## config.mk

```make
export PLATFORM = sky130hd
export DESIGN_NAME = moc_ctrl
export DESIGN_NICKNAME = d
export VERILOG_FILES = /design/src/hdl/moc_pkg.sv /design/src/hdl/moc_ctrl.sv
export SDC_FILE = /design/constraint.sdc
export NUM_CORES = 1
export LEC_CHECK = 0
export BUFFER_PORTS_ARGS = -buffer_cell sky130_fd_sc_hd__buf_2
export CAP_MARGIN = 15
export CORE_AREA = 2 2 39 41
export CTS_CLUSTER_SIZE = 16
export DETAILED_ROUTE_END_ITERATION = 8
export DIE_AREA = 0 0 41 43
export HOLD_SLACK_MARGIN = 0.12
export PLACE_DENSITY_LB_ADDON = 0.08
export SYNTH_ARGS = -nofsm -noshare
export SYNTH_HDL_FRONTEND = slang
export SYNTH_SLANG_ARGS = --single-unit
```

## constraint.sdc

```tcl
create_clock -name clock -period 2.89 [get_ports clock]
set_input_delay 0.7225 -clock clock [delete_from_list [all_inputs] [get_ports clock]]
set_output_delay 0.7225 -clock clock [all_outputs]
set_load 0.01 [all_outputs]
```

## src/hdl/moc_pkg.sv

```systemverilog
// moc_pkg: shared constants, sizes and controller/datapath interface types
// for the matrix orthonormality checker. No dependencies.
package moc_pkg;

   localparam int MAX_SIZE    = 16;
   localparam int CSR_W       = 5;
   localparam int ELEM_W      = 16;
   localparam int SIDE_W      = $clog2(MAX_SIZE + 1);
   localparam int IDX_W       = (MAX_SIZE > 1) ? $clog2(MAX_SIZE) : 1;
   localparam int STORE_DEPTH = MAX_SIZE * MAX_SIZE;
   localparam int ADDR_W      = (STORE_DEPTH > 1) ? $clog2(STORE_DEPTH) : 1;
   localparam int CNT_W       = $clog2(STORE_DEPTH + 1);
   localparam int PROD_W      = 2 * ELEM_W;
   localparam int ACC_W       = PROD_W + IDX_W + 1;
   localparam int REQ_DATA_W  = 16;
   localparam int RSP_DATA_W  = 8;

   localparam logic [CSR_W-1:0] SIZE_RESET = CSR_W'(4);

   typedef struct packed {
      logic load;
      logic start;
      logic step;
   } cmd_type;

   typedef struct packed {
      logic last_elem;
      logic last_issue;
      logic pipe_busy;
      logic ok;
   } sts_type;

endpackage

```

## src/hdl/moc_ctrl.sv

```systemverilog
// moc_ctrl: controller - load, sweep and drain sequencing plus the result
// beat register. Uses moc_pkg.
module moc_ctrl (
   input  logic             clock,
   input  logic             reset,
   input  logic             req_tvalid,
   output logic             req_tready,
   output logic             rsp_tvalid,
   input  logic             rsp_tready,
   output logic             rsp_bit,
   output moc_pkg::cmd_type cmd,
   input  moc_pkg::sts_type sts
);

   typedef enum logic [1:0] {
      ST_LOAD,
      ST_RUN,
      ST_DRAIN
   } state_type;

   state_type state_ff, state_in;
   logic      rsp_tvalid_ff, rsp_tvalid_in;
   logic      rsp_bit_ff, rsp_bit_in;
   logic      accept;

   assign req_tready = (state_ff == ST_LOAD);
   assign accept     = req_tvalid && req_tready;

   always_comb begin
      state_in      = state_ff;
      rsp_tvalid_in = rsp_tvalid_ff;
      rsp_bit_in    = rsp_bit_ff;
      cmd           = '0;
      if (rsp_tvalid_ff && rsp_tready) begin
         rsp_tvalid_in = 1'b0;
      end
      unique case (state_ff)
         ST_LOAD: begin
            cmd.load = accept;
            if (accept && sts.last_elem) begin
               cmd.start = 1'b1;
               state_in  = ST_RUN;
            end
         end
         ST_RUN: begin
            cmd.step = 1'b1;
            if (sts.last_issue) begin
               state_in = ST_DRAIN;
            end
         end
         ST_DRAIN: begin
            if (!sts.pipe_busy && (!rsp_tvalid_ff || rsp_tready)) begin
               rsp_tvalid_in = 1'b1;
               rsp_bit_in    = sts.ok;
               state_in      = ST_LOAD;
            end
         end
         default: begin
            state_in = ST_LOAD;
         end
      endcase
   end

   always_ff @(posedge clock) begin
      if (reset) begin
         state_ff      <= ST_LOAD;
         rsp_tvalid_ff <= 1'b0;
      end else begin
         state_ff      <= state_in;
         rsp_tvalid_ff <= rsp_tvalid_in;
      end
      rsp_bit_ff <= rsp_bit_in;
   end

   assign rsp_tvalid = rsp_tvalid_ff;
   assign rsp_bit    = rsp_bit_ff;

endmodule

```

==> results of run 1 <==
==> worst max-delay path, cell delays in order <==
cell	delay, ns
buf_2	0.08
nand2_1	0.06
nor3_1	0.13
buf_2	0.16
==> state kept, by name, indices dropped and copies added (netlist names) <==
name / cells
rsp_tvalid: 1
state_ff: 2
rsp_bit: 1
==> path summary, 6_finish.rpt <==
check	slack (ns)	cells after the start	end	start
max	1.01	4	cmd[1]	req_tvalid
min	0.49	1	state_ff[0]$_SDFFE_PP0P_	state_ff[1]$_SDFFE_PP0P_
max reg2reg	1.80	2	rsp_bit$_DFFE_PP_	state_ff[1]$_SDFFE_PP0P_
min reg2reg	0.49	1	state_ff[0]$_SDFFE_PP0P_	state_ff[1]$_SDFFE_PP0P_
==> final cells by class <==
type,instances,area [um^2],area share
well taps,16,20.0,0.0635
flip-flops and latches,4,90.1,0.286
clock buffers,4,26.3,0.0833
repair buffers,13,65.1,0.206
inverters,1,3.75,0.0119
multi-input cells,15,110,0.349
==> through the flow <==
step | utilization | worst slack, ns | std cells | total power, mW
detailed placement | 0.209 | 1.02 | 49 | 0.0827
global route | 0.228 | 0.969 | 53 | 0.170
global placement | 0.209 | 1.03 | 49 | 0.0829
CTS | 0.228 | 1.01 | 53 | 0.165
finish | 0.228 | 1.01 | 53 | 0.159
floorplan | - | 1.13 | 20 | 0.0719
==> power groups by stage <==
stage / Combinational [mW] / Clock, mW / Sequential [mW]
2_1_floorplan: 0.0101 / 0 / 0.0618
3_3_place_gp: 0.0207 / 0 / 0.0622
3_5_place_dp: 0.0206 / 0 / 0.0621
4_1_cts: 0.0208 / 0.0830 / 0.0611
5_1_grt: 0.0227 / 0.0862 / 0.0612
6_report: 0.0206 / 0.0776 / 0.0611
==> per-layer routing <==
layer,vias up,routed length [um],global-route usage
met5,-,0,0
li1,100,-,-
met2,13,212,0.0656
met4,0,0,0.120
met1,81,196,0.0767
met3,0,49,0.0157
==> logic make-up (layout without fill, tap and decap cells) <==
kind of cell	Yosys count	in the layout	synth area share
and+or+nand+nor	11	11	0.356
DFF	4	4	0.442
muxes	1	1	0.0736
AOI/OAI and AO/OA	3	3	0.110
buffers and inverters	1	18	0.0184
==> layout by cell type (no fill, tap or decap), drive strengths merged <==
master   n
a21oi    2
and2     1
and2b    2
buf     13
clkbuf   4
dfxtp    3
edfxtp   1
inv      1
mux2     1
nand2    2
nor2     2
nor2b    1
nor3     2
nor3b    1
o21ai    1
==> reports/results.tsv, run 1 <==
stage	metric	value	unit
clock_network	cts_buffer_depth	2	
finish	area_growth_syn_to_layout	54.6	%
power	p_per_area	505	nW/um^2
worst_setup_path	end_kind	output pin	
timing	rsz0062_at_grt	false	
clock_network	clkSinkCount	4	
timing	fin_crit_sh	0.650	
timing	fmax	532	MHz
synth	synthTopCellsByCount	dfxtp_1, and2b_1, nand2_1, nor2_1	
clock_network	clkTransAtPathRegs	0.04	ns
run	maxCapViolations	0	
placement	dp_hpwl	349	um
clock_network	ctsHtreeMaxLevel	1	
timing	layout_min_cycle_time	1.88	ns
power	p_clk_frac	0.487	
power	switching_share	0.233	
detailed_routing	num_vias	194	
status	status	complete, no violations	
finish	fillers	158	
finish	drive_gt1_frac	0.595	
synth	syn_inst	20	
detailed_routing	post_drt_wl_per_cell	8.64	um
synth	ys_seq_area_frac	0.442	
synth	syn-cell-area	204	um^2
die	die_area	1760	um^2
placement	portBuffers	13	
timing	slew_headroom	0.862	
detailed_routing	vias_per_cell	3.66	
synth	synth.top_cell.area_share	0.294	
global_routing	grt_pass1_vias	172	
timing	hold_violations	0	
power	ir_drop	0.118	mV
finish	nets	46	
clock_network	post_cts_buffers	0	
global_routing	grt_pass1_wl	669	um
die	die_w	41	um
timing	skew	0.00556	ns
die	row_count	14	
timing	slew_violations	0	
synth	synth.most_common_cell	dfxtp_1	
global_routing	grt_max_degree	6	
global_routing	antenna_found_initial	0	
clock_network	ctsResizeCount	0	
finish	n_antenna_cell	0	
synth	ys_async_sr_fraction	0	
worst_setup_path	worstPathArrival	1.16	ns
worst_hold_path	hp-class	reg2reg	
placement	place_congestion	0.616	
worst_setup_path	required	2.17	ns
power	power_leakage	0.152	nW
clock_network	clock_latency	0.24	ns
synth	ys_ff_latch	4	
synth	synth-edff-count	1	
global_routing	grt_overflow	0	
global_routing	grt_usage	0.0661	
clock_network	numCtsBuffers	3	
worst_setup_path	critPathLaunchType	primary input	
synth	synth.largest_area_cell	dfxtp_1	
detailed_routing	final_antenna_net_count	0	
synth	synth_warnings	0	
placement	dpl_cell_area	289	um^2
timing	worst-slew-pin-transition	0.207	ns
clock_network	cts_hold_buf	0	
power	seqPwrFrac	0.383	
synth	syn_nets	28	
synth	syn_avg_cell_area	10.2	um^2
die	io_pins	14	
timing	worst_hold_slack	0.491	ns
die	start_util	0.147	
detailed_routing	drt_pass1_iterations	4	
power	total_switching_power	37.1	uW
timing	tns	0	ns
power	comb_power_share	0.129	
die	die_height	43	um
die	core-area	1380	um^2
detailed_routing	drc_errors	0	
detailed_routing	drtIter0Drc	3	
detailed_routing	wirelength	458	um
synth	synth_cell_types	15	
worst_setup_path	crit_type	in2out	
finish	finalInstanceArea	315	um^2
timing	setup_viol	0	
clock_network	cts_tree	yes	
power	p_int	122	uW
clock_network	root_buffer	clkbuf_4	
worst_setup_path	crit_fanout	2	
synth	synth_area_leaders	dfxtp_1, edfxtp_1, and2b_1	
synth	synth-main-ff-cell	dfxtp_1	
Note: power is estimated with default switching activity, not from simulation.
==> inputs of run 2 (changes only) <==
Clock period 2.89 ns to 1.74 ns, I/O delays scaled along.
==> reports/results.tsv, run 2 (synthesis gave the netlist of run 1 again) <==
stage	metric	value	unit	change
status	status	complete, no violations		
worst_setup_path	end_kind	output pin		
timing	layout_min_cycle_time	1.46	ns	
die	die_height	43	um	unchanged
power	switching_share	0.225		-0.00805
die	die_w	41	um	unchanged
finish	nets	46		unchanged
timing	hold_violations	0		unchanged
die	die_area	1760	um^2	unchanged
clock_network	cts_hold_buf	0		unchanged
finish	drive_gt1_frac	0.595		unchanged
timing	setup_viol	0		unchanged
detailed_routing	drtIter0Drc	2		-1
placement	dp_hpwl	365	um	+4.7%
run	maxCapViolations	0		unchanged
power	p_per_area	830	nW/um^2	+64%
timing	worst-slew-pin-transition	0.223	ns	+0.0158 ns
detailed_routing	post_drt_wl_per_cell	8.81	um	+2.0%
timing	slew_violations	0		unchanged
die	io_pins	14		unchanged
placement	place_congestion	0.602		-2.4%
worst_setup_path	cpMaxStageDelayCell	dfxtp_1		
worst_setup_path	crit_family	flip-flops		
worst_setup_path	r2r_slack	0.64	ns	-1.16 ns
clock_network	numCtsBuffers	3		unchanged
power	total_switching_power	58.8	uW	+59%
placement	dp_cells	49		unchanged
worst_setup_path	cp_num_buf_inv	1		-1
power	p_clk_frac	0.480		-0.007
timing	slew_headroom	0.851		-0.0105
clock_network	clkTransAtPathRegs	0.04	ns	about the same
global_routing	grt_max_degree	6		unchanged
die	core-area	1380	um^2	unchanged
worst_setup_path	critPathLaunchType	register		
detailed_routing	drt_pass1_iterations	2		-2
timing	rsz0062_at_grt	false		
global_routing	grt_pass1_vias	175		+1.7%
clock_network	cts_buffer_depth	2		unchanged
global_routing	grt_pass1_wl	690	um	+3.1%
finish	final_common_cell	buf_2		
detailed_routing	final_antenna_net_count	0		unchanged
clock_network	root_buffer	clkbuf_4		
worst_setup_path	path_cells	nor2_1 > and2_1 > buf_2		
worst_setup_path	cp_slowest_stage_delay	0.43	ns	+0.27 ns
timing	fmax	687	MHz	
finish	largest_reg_flops	2		unchanged
detailed_routing	wirelength	467	um	+2.0%
power	ir_drop	0.195	mV	+64%
worst_setup_path	crit_type	reg2out		
worst_setup_path	required	1.30	ns	-0.87 ns
clock_network	clock_latency	0.23	ns	about the same
clock_network	clkSinkCount	4		unchanged
power	seqPwrFrac	0.389		+0.006
power	comb_power_share	0.131		+0.002
detailed_routing	vias_per_cell	3.66		unchanged
die	start_util	0.147		unchanged
finish	stdcell_count	53		unchanged
power	power.total	262	uW	+64%
power	p_int	203	uW	+66%
finish	top_register	state_ff		
power	power_leakage	0.152	nW	unchanged
finish	area_growth_syn_to_layout	54.6	%	unchanged
finish	multi_input_area	110	um^2	unchanged
detailed_routing	num_vias	194		unchanged
die	row_count	14		unchanged
finish	fillers	160		+1.3%
clock_network	ctsResizeCount	0		unchanged
worst_setup_path	crit_fanout	5		+3
finish	n_antenna_cell	0		unchanged
finish	layout_common_cells	buf_2, clkbuf_4, dfxtp_1		
worst_hold_path	hp-class	in2reg		
global_routing	grt_overflow	0		unchanged
timing	fin_crit_sh	0.837		
global_routing	grt_usage	0.0661		unchanged
timing	skew	0.00499	ns	-0.000567 ns
global_routing	antenna_found_initial	0		unchanged
detailed_routing	drc_errors	0		unchanged
clock_network	ctsHtreeMaxLevel	1		unchanged
clock_network	post_cts_buffers	0		unchanged
timing	tns	0	ns	unchanged
placement	portBuffers	13		unchanged
finish	regArea	90.1	um^2	unchanged
clock_network	cts_tree	yes		
worst_setup_path	worstPathArrival	1.02	ns	-0.14 ns
==> run 2: worst register-to-register path, delay by kind of cell (launching register included) <==
| kind | cells | cell delay [ns] |
|---|---|---|
| and+or+nand+nor | 2 | 0.41 |
| DFF | 1 | 0.39 |
==> run 2: layout make-up <==
class / count / area share
inverter: 1 / 0.0119
multi-input combinational: 15 / 0.349
tap: 16 / 0.0635
timing repair buffer: 13 / 0.206
clock buffer: 4 / 0.0833
sequential: 4 / 0.286
==> run 2: routing by layer <==
layer  global-route usage  part of all wire
met2               0.0719              0.47
met4                0.120                 0
met5                    0                 0
met3                    0             0.088
met1               0.0799              0.44
==> run 2: through the flow <==
stage / util / setup slack (ns) / area, um^2 / hold WS [ns]
floorplan: - / 0.559 / 204 / 0.456
global placement: 0.209 / 0.460 / 289 / 0.505
detailed placement: 0.209 / 0.432 / 289 / 0.510
CTS: 0.228 / 0.260 / 315 / 0.362
global route: 0.228 / 0.221 / 315 / 0.364
finish: 0.228 / 0.284 / 315 / 0.373
==> run 2: power groups by stage <==
stage	combinational, mW	clock [mW]	sequential, mW
2_1_floorplan	0.0168	0	0.103
3_3_place_gp	0.0345	0	0.103
3_5_place_dp	0.0345	0	0.103
4_1_cts	0.0349	0.136	0.102
5_1_grt	0.0379	0.140	0.102
6_report	0.0343	0.126	0.102
==> run 2: worst paths after layout <==
kind	startpoint	end	depth (start not counted)
worst min register to register	state_ff[1]$_SDFFE_PP0P_	state_ff[0]$_SDFFE_PP0P_	1
worst max register to register	state_ff[1]$_SDFFE_PP0P_	rsp_bit$_DFFE_PP_	2
worst max-delay path	state_ff[0]$_SDFFE_PP0P_	cmd[2]	3
worst min-delay path	sts[0]	rsp_bit$_DFFE_PP_	1
